[config.mk]
export PLATFORM = sky130hd
export DESIGN_NAME = plc_front
export DESIGN_NICKNAME = d
export VERILOG_FILES = /design/src/plc_pkg.sv /design/src/plc_front.sv
export SDC_FILE = /design/constraint.sdc
export NUM_CORES = 1
export LEC_CHECK = 0
export BUFFER_PORTS_ARGS = -buffer_cell sky130_fd_sc_hd__buf_4
export CAP_MARGIN = 5
export CELL_PAD_IN_SITES_DETAIL_PLACEMENT = 1
export CELL_PAD_IN_SITES_GLOBAL_PLACEMENT = 2
export CORE_UTILIZATION = 34
export DETAILED_ROUTE_END_ITERATION = 10
export GPL_ROUTABILITY_DRIVEN = 0
export GPL_TIMING_DRIVEN = 0
export PLACE_DENSITY = 0.86
export SETUP_SLACK_MARGIN = 0.5
export SYNTH_ARGS = -nofsm -noshare
export SYNTH_HDL_FRONTEND = slang
export SYNTH_SLANG_ARGS = --single-unit
[constraint.sdc]
create_clock -name clk -period 5.5 [get_ports clk]
set_clock_uncertainty 0.1 [all_clocks]
set_input_delay 1.1 -clock clk [delete_from_list [all_inputs] [get_ports clk]]
set_output_delay 1.1 -clock clk [all_outputs]
set_load 0.01 [all_outputs]
[src/plc_pkg.sv]
// Shared types and constants for the pixel line and circle plotter.
package plc_pkg;

  localparam int MAX_WIDTH  = 256;
  localparam int MAX_HEIGHT = 256;
  localparam int X_W        = $clog2(MAX_WIDTH);
  localparam int Y_W        = $clog2(MAX_HEIGHT);
  localparam int ADDR_W     = X_W + Y_W;
  localparam int DEPTH      = MAX_WIDTH * MAX_HEIGHT;
  localparam int SIZE_W     = 9;
  localparam int POS_W      = 14;
  localparam logic [23:0] WHITE = 24'hFFFFFF;

  typedef enum logic [1:0] {
    ACT_POINT  = 2'd0,
    ACT_LINE   = 2'd1,
    ACT_CIRCLE = 2'd2,
    ACT_READ   = 2'd3
  } action_t;

  typedef enum logic [1:0] {
    REG_WIDTH  = 2'd0,
    REG_HEIGHT = 2'd1
  } reg_index_t;

  typedef enum logic [2:0] {
    ST_CLEAR,
    ST_IDLE,
    ST_POINT,
    ST_LINE,
    ST_CIRC_ADJ,
    ST_CIRC_PLOT,
    ST_READ,
    ST_DONE
  } state_t;

  typedef logic signed [POS_W-1:0] pos_t;

  typedef struct packed {
    action_t            action;
    logic signed [11:0] x_a;
    logic signed [11:0] y_a;
    logic signed [11:0] x_b;
    logic signed [11:0] y_b;
    logic [10:0]        radius;
    logic [7:0]         red;
    logic [7:0]         green;
    logic [7:0]         blue;
  } in_t;

  typedef struct packed {
    logic [7:0] pixel_red;
    logic [7:0] pixel_green;
    logic [7:0] pixel_blue;
    logic       inside_res;
  } out_t;

  // Decoded job: for a line, (ax,ay) is the start at the low end of the major axis.
  typedef struct packed {
    action_t            act;
    logic signed [11:0] ax;
    logic signed [11:0] ay;
    logic signed [12:0] d;
    logic [11:0]        len;
    logic               ymaj;
    logic [10:0]        radius;
    logic [23:0]        color;
  } job_t;

endpackage

[src/plc_front.sv]
// Front end: decodes incoming transactions and queues them for the back end.
module plc_front (
  input  logic          clk,
  input  logic          rst,
  input  logic          in_valid,
  output logic          in_ready,
  input  plc_pkg::in_t  in_data,
  input  logic          clearing,
  output logic          job_valid,
  output plc_pkg::job_t job,
  input  logic          job_pop
);
  plc_pkg::job_t      q [2];
  logic               wr_ptr;
  logic               rd_ptr;
  logic [1:0]         count;
  plc_pkg::job_t      dec;
  logic signed [12:0] dx;
  logic signed [12:0] dy;
  logic [11:0]        adx;
  logic [11:0]        ady;
  logic               push;

  always_comb begin
    dx  = 13'(in_data.x_b) - 13'(in_data.x_a);
    dy  = 13'(in_data.y_b) - 13'(in_data.y_a);
    adx = dx[12] ? 12'(-dx) : dx[11:0];
    ady = dy[12] ? 12'(-dy) : dy[11:0];
    dec.act    = in_data.action;
    dec.ax     = in_data.x_a;
    dec.ay     = in_data.y_a;
    dec.radius = in_data.radius;
    dec.color  = {in_data.red, in_data.green, in_data.blue};
    dec.ymaj   = (ady > adx);
    dec.d      = 13'sd0;
    dec.len    = 12'd0;
    if (in_data.action == plc_pkg::ACT_LINE) begin
      if (ady > adx) begin
        dec.len = ady;
        dec.d   = dx;
        if (dy[12]) begin
          dec.ax = in_data.x_b;
          dec.ay = in_data.y_b;
          dec.d  = -dx;
        end
      end else begin
        dec.len = adx;
        dec.d   = dy;
        if (dx[12]) begin
          dec.ax = in_data.x_b;
          dec.ay = in_data.y_b;
          dec.d  = -dy;
        end
      end
    end
  end

  assign in_ready  = (count != 2'd2) && !clearing;
  assign push      = in_valid && in_ready;
  assign job_valid = (count != 2'd0);
  assign job       = q[rd_ptr];

  always_ff @(posedge clk) begin
    if (push) begin
      q[wr_ptr] <= dec;
    end
    if (rst) begin
      wr_ptr <= 1'b0;
      rd_ptr <= 1'b0;
      count  <= 2'd0;
    end else begin
      if (push) begin
        wr_ptr <= ~wr_ptr;
      end
      if (job_pop) begin
        rd_ptr <= ~rd_ptr;
      end
      count <= count + 2'(push) - 2'(job_pop);
    end
  end
endmodule

==> results of run 1 <==
-- synthesized netlist by cell type (4+ instances only) --
master / count / area, um^2
ha_1: 40 / 500
and3_1: 6 / 37.5
nor2b_1: 10 / 62.6
mux2i_1: 4 / 40.0
inv_1: 37 / 139
edfxtp_1: 174 / 5230
a31oi_1: 6 / 37.5
mux2_2: 107 / 1200
o211ai_1: 5 / 37.5
nor2_1: 35 / 131
buf_1: 4 / 15.0
or3_1: 5 / 31.3
xor2_1: 17 / 149
a21o_1: 11 / 82.6
o21ai_0: 19 / 95.1
nand2_1: 36 / 135
nand4_1: 5 / 31.3
buf_2: 10 / 50.1
nor3_1: 16 / 80.1
nand3_1: 21 / 105
o21bai_1: 5 / 37.5
o211a_1: 10 / 100
nand2b_1: 6 / 37.5
and2_1: 5 / 31.3
clkbuf_1: 15 / 56.3
o21a_1: 8 / 60.1
a211oi_1: 13 / 97.6
xnor2_1: 28 / 245
dfxtp_1: 5 / 100
a21oi_1: 22 / 110
-- timing repair --
action / 4_1_cts / 5_1_grt
setup endpoints to repair: 100 / 98
buffers inserted: 45 / 15
resized for setup: 98 / 57
gates cloned: 2 / 0
pin swaps: 42 / 42
-- power by group through the flow --
stage	Clock (uW)	Sequential, uW	Combinational, uW
after detailed placement	0	1690	1460
after floorplan	0	1690	952
after global routing	1300	1670	2010
after global placement	0	1700	1420
final	1210	1660	1870
after CTS	1250	1660	1740
-- layer usage --
layer,vias up,track usage,share of wire
met5,-,0,0
met4,0,0.0776,0.023
met3,36,0.0400,0.051
met2,191,0.340,0.51
met1,3606,0.222,0.41
li1,3377,-,-
-- per-stage QoR --
step / setup slack, ns / area, um^2 / TNS [ns]
2_1_floorplan: 0.367 / 9980 / 0
6_report: 0.281 / 13800 / 0
3_5_place_dp: -0.886 / 11900 / -55.81
5_1_grt: 0.185 / 13800 / 0
3_3_place_gp: -0.724 / 11800 / -64.31
4_1_cts: 0.457 / 13400 / 0
-- final timing paths --
| kind | start | endpoint | slack [ns] | cells after the start |
|---|---|---|---|---|
| max reg2reg | count[0] | q[1][12] | 3.42 | 4 |
| max | in_data[73] | q[1][82] | 0.28 | 22 |
| min reg2reg | rd_ptr | flop | 0.42 | 2 |
| min | rd_ptr | flop | 0.42 | 2 |
-- sequential cells by signal (all words and copies together), names as in the netlist, named ones only --
| register | count |
|---|---|
| q | 174 |
| count | 2 |
| rd_ptr | 1 |
| wr_ptr | 1 |
-- worst max-delay path, delay by kind of cell --
family	cells	cell delay, ns
buf+inv	6	0.64
mux	1	0.30
compound gates	7	1.20
simple gates	5	1.31
xor+xnor	1	0.18
fa+ha+maj	2	0.55
-- cells by family (layout without fill, tap and decap cells) --
| group | after synthesis | in the layout | share of synthesized area |
|---|---|---|---|
| mux | 113 | 113 | 0.130 |
| fa+ha+maj | 42 | 42 | 0.0555 |
| xor+xnor | 46 | 46 | 0.0422 |
| simple gates | 167 | 167 | 0.0888 |
| buf+inv | 66 | 342 | 0.0267 |
| compound gates | 138 | 138 | 0.109 |
| flops | 179 | 179 | 0.547 |
-- final cells by class --
cell class              count  area share
clock inverters            15      0.0131
inverters                  37      0.0115
flip-flops and latches    179       0.387
well taps                 378      0.0343
plain buffers              29      0.0163
clock buffers              17      0.0309
multi-input cells         506       0.362
repair buffers            244       0.145
==> run summary, run 1 <==
status = finished clean
post-DR vias/cell = 5.13
sequential area share after synthesis = 0.547
Ys Warns = 0
CP Data Required Time = 5.58 ns
Yosys cell types = 73
pin count of the biggest net entering global routing = 62
FP Rows = 61
Worst Hold Margin = 0.419 ns
total track usage = 0.191
switching share of power = 0.344
area of the multi-input gates = 4980 um^2
internal power = 3120 uW
via count of the routed design = 7210
global-route wire length before repair = 42100 um
worst vdd ir = 0.202 mV
TritonCTS Buffers = 17
first drt pass iteration count = 5
Die ar. = 29300 um^2
Mean Syn Cell Area = 13.0 um^2
synthesized flop and latch total = 179
PortBufs = 178
residual DRC count = 0
core area = 27900 um^2
Sequential Power Share = 0.350
highest-count cells in the layout ignoring fill and taps = 228 x buf_4, 174 x edfxtp_1, 87 x mux2_2
worst skew pair latency = 0.43 ns
leakage = 0.00532 uW
Max clock buf depth = 2
routed wire length = 28100 um
pin slew with the least headroom to its limit = 0.834 ns
RSZ-0062 raised after global routing = yes
most common cell after layout, fill and taps aside = buf_4
vias in the first global route = 7779
Reg area = 5330 um^2
power share of the clock group = 0.255
Initial DRC Count = 365
nets@finish = 1146
# clock sinks = 179
CTS tree = done
Worst Setup Start Kind = input pin
non-filler cells, final = 1405
critical path arrival = 5.30 ns
FMAX = 0.192 GHz
Crit Path Class = input pin to flop
crit path time final = 5.22 ns
Crit path top cell by count = buf_12
I/O pin cnt = 179
placed wire-length estimate = 19700 um
ys async rst share = 0
Layout Utilization = 0.493
diodes inserted = 0
Root Driver = clkbuf_16
die height = 171 um
cell count after placement = 1311
PwrDens = 345 nW/um^2
Tot Pwr = 4750 uW
Post-DRT Antenna Nets = 0
synthesized instance count = 751
ys flop type = edfxtp_1
antenna violations before repair = 0
max incr delay on CP = 0.42 ns
Critical Path End Type = flop
Max Slew Vio Count = 0
Mapped Area = 9730 um^2
Syn Nets = 883
layout cells sized above 1 = 0.503
FILL cells = 2891
Hold Crit Class = flop to flop
Setup violations, final = 0
die width = 171 um
H-tree lvl count = 4
period utilization = 0.949
Final Hold Fails = 0
worst path cell trace = buf_4, inv_4, ha_4, nand3b_1, a21oi_2, or3_4, a2111oi_4, and4_4, a31oi_4, xnor2_2, ha_1, nand4_1, nor2_1, o21ai_1, a41o_1, buf_6, inv_8, o21ai_4, a21oi_4, buf_12, buf_12, mux2_4
total gr overflow = 0
Switch Pwr = 1630 uW
Slowest cell on crit path = a2111oi_4
Area Overhead vs Synth = 41.5%
Post-CTS Hold Fix Bufs = 0
Initial Utilization = 0.348
Max Cap Violations = 0
Logic pwr share = 0.395
Post-synth EDFFs = 174
routed length per instance = 20.0 um
Max FO, Critical Path = 5
relative slew slack = 0.444
Clk pin slew, worst setup/hold paths = 0.07 ns
(Power assumes the default switching activity.)
==> inputs of run 2 (changes only) <==
CAP_MARGIN = 30   (was 5)
CORE_UTILIZATION = 25   (was 34)
PLACE_DENSITY = unset   (was 0.86)
PLACE_DENSITY_LB_ADDON = 0.08   (was unset)
==> run summary, run 2 (synthesis gave the netlist of run 1 again) <==
Max FO, Critical Path = 5 (unchanged)
non-filler cells, final = 1560 (was 1405)
max incr delay on CP = 0.44 ns (was 0.42 ns)
Post-CTS Hold Fix Bufs = 0 (unchanged)
Crit path top cell by count = inv_8 (was buf_12)
Post-DRT Antenna Nets = 0 (unchanged)
total gr overflow = 0 (unchanged)
core area = 38000 um^2 (was 27900 um^2)
antenna violations before repair = 0 (unchanged)
Area Overhead vs Synth = 48.0% (was 41.5%)
max reg flops = 174 (unchanged)
area of the multi-input gates = 5190 um^2 (was 4980 um^2)
Hold EP = rd_ptr
reg2reg end = q[1][49] (was q[1][12])
FF-to-FF Start = count[0] (unchanged)
Die ar. = 39700 um^2 (was 29300 um^2)
pin count of the biggest net entering global routing = 50 (was 62)
worst path cell trace = buf_8, inv_8, ha_4, fa_2, xor2_4, nand3_2, a2111oi_4, and4_4, o21ai_0, and2_1, ha_1, nand4_1, nor2_1, o21ai_1, a41o_1, buf_6, inv_8, o21ai_4, a21oi_4, buf_12, buf_16, mux2_4 (was buf_4, inv_4, ha_4, nand3b_1, a21oi_2, or3_4, a2111oi_4, and4_4, a31oi_4, xnor2_2, ha_1, nand4_1, nor2_1, o21ai_1, a41o_1, buf_6, inv_8, o21ai_4, a21oi_4, buf_12, buf_12, mux2_4)
status = finished clean (unchanged)
most common cell after layout, fill and taps aside = buf_4 (unchanged)
PortBufs = 178 (unchanged)
Max Cap Violations = 0 (unchanged)
Reg area = 5330 um^2 (unchanged)
nets@finish = 1168 (was 1146)
hold wc startpoint = rd_ptr (unchanged)
Setup violations, final = 0 (unchanged)
relative slew slack = 0.384 (was 0.444)
highest-count cells in the layout ignoring fill and taps = 245 x buf_4, 174 x edfxtp_1, 88 x mux2_2 (was 228 x buf_4, 174 x edfxtp_1, 87 x mux2_2)
Crit Path Class = input pin to flop (unchanged)
Critical Path Source = in_data[47] (was in_data[73])
H-tree lvl count = 4 (unchanged)
crit-path leading delay family = compound AO/OA/AOI/OAI gates (was simple AND/OR/NAND/NOR gates)
worst vdd ir = 0.245 mV (was 0.202 mV)
Max clock buf depth = 2 (unchanged)
diodes inserted = 0 (unchanged)
Worst Setup Start Kind = input pin (unchanged)
total track usage = 0.155 (was 0.191)
Hold Crit Class = flop to flop (unchanged)
Biggest register = q (unchanged)
RSZ-0062 raised after global routing = yes (unchanged)
residual DRC count = 0 (unchanged)
Root Driver = clkbuf_16 (unchanged)
routed length per instance = 19.4 um (was 20.0 um)
FMAX = 0.189 GHz (was 0.192 GHz)
critical path arrival = 5.41 ns (was 5.30 ns)
worst path bufs/invs = 6 (unchanged)
Total Neg Setup Slack = 0 ns (unchanged)
Clk pin slew, worst setup/hold paths = 0.08 ns (was 0.07 ns)
Slowest cell on crit path = a2111oi_4 (unchanged)
Initial Utilization = 0.256 (was 0.348)
cell count after placement = 1444 (was 1311)
CP Data Required Time = 5.61 ns (was 5.58 ns)
biggest regs = q (174), count (2) (unchanged)
Tot Pwr = 5160 uW (was 4750 uW)
placed wire-length estimate = 22000 um (was 19700 um)
pin slew with the least headroom to its limit = 0.924 ns (was 0.834 ns)
via count of the routed design = 7127 (was 7210)
period utilization = 0.964 (was 0.949)
# clock sinks = 179 (unchanged)
layout cells sized above 1 = 0.534 (was 0.503)
PwrDens = 359 nW/um^2 (was 345 nW/um^2)
Reg2Reg Depth = 4 (unchanged)
CTS tree = done (unchanged)
Reg2Reg Setup Slack = 3.32 ns (was 3.42 ns)
vias in the first global route = 7613 (was 7779)
post-DR vias/cell = 4.57 (was 5.13)
TritonCTS Buffers = 17 (unchanged)
Initial DRC Count = 191 (was 365)
global-route wire length before repair = 45300 um (was 42100 um)
Critical Path End Type = flop (unchanged)
die width = 199 um (was 171 um)
FP Rows = 71 (was 61)
Max Slew Vio Count = 0 (unchanged)
routed wire length = 30300 um (was 28100 um)
first drt pass iteration count = 5 (unchanged)
Final Hold Fails = 0 (unchanged)
FILL cells = 4026 (was 2891)
worst skew pair latency = 0.44 ns (was 0.43 ns)
crit path time final = 5.30 ns (was 5.22 ns)
die height = 199 um (was 171 um)
leakage = 0.00550 uW (was 0.00532 uW)
I/O pin cnt = 179 (unchanged)
hold path depth = 2 (unchanged)
## run 2: cell count changes in the layout (fill, tap and decap cells not counted), moves of 3 or more
| cell | previous run | this run |
|---|---|---|
| nor3_4 | 1 | 4 |
| buf_4 | 228 | 245 |
| a21oi_2 | 3 | 7 |
| nand2_1 | 32 | 29 |
| nor3_1 | 14 | 11 |
| buf_12 | 7 | 14 |
| a21oi_1 | 18 | 14 |
## run 2: power by group
part / leakage (uW) / total, uW / switching, uW / internal (uW)
clock network: 0.000286 / 1230 / 588 / 645
registers: 0.00164 / 1660 / 20.3 / 1640
logic: 0.00357 / 2270 / 1150 / 1120
## run 2: worst max-delay path by stage
stage	endpoint	slack, ns	cells past startpoint
after floorplan	q[0][64]	0.37	20
after global placement	q[0][54]	-1.13	23
after detailed placement	q[1][54]	-1.07	23
after CTS	q[0][63]	0.28	22
after global routing	q[1][77]	0.003	22
final	q[0][76]	0.20	22
## run 2: stage by stage
stage	cell area, um^2	hold slack (ns)	util	setup WS [ns]
after floorplan	9980	0.380	-	0.367
after global placement	12000	0.393	0.314	-1.13
after detailed placement	12100	0.399	0.317	-1.07
after CTS	13900	0.418	0.364	0.279
after global routing	14400	0.441	0.379	0.00260
final	14400	0.411	0.379	0.195
## run 2: repair_timing
item / CTS / global route
setup endpoints to repair: 100 / 100
pin swaps: 29 / 45
resized for setup: 131 / 71
gates cloned: 2 / 1
setup buffers: 59 / 22
## run 2: final cells by class
class | instances | share of cell area
repair buffers | 266 | 0.154
flip-flops and latches | 179 | 0.370
inverters | 37 | 0.0109
clock buffers | 17 | 0.0295
plain buffers | 29 | 0.0191
well taps | 511 | 0.0444
clock inverters | 15 | 0.0119
multi-input cells | 506 | 0.360
## run 2: worst min-delay path: cells and delay by family (launching register included)
family        cells  cell delay (ns)
flops             1             0.32
xor+xnor          1             0.08
simple gates      1             0.07
## run 2: per-layer routing
metal  GRT usage  up-vias  part of all wire
li1            -     3417                 -
met1       0.189     3571              0.44
met2       0.277      126              0.51
met3      0.0353       13             0.045
met4      0.0336        0            0.0065
met5           0        -                 0
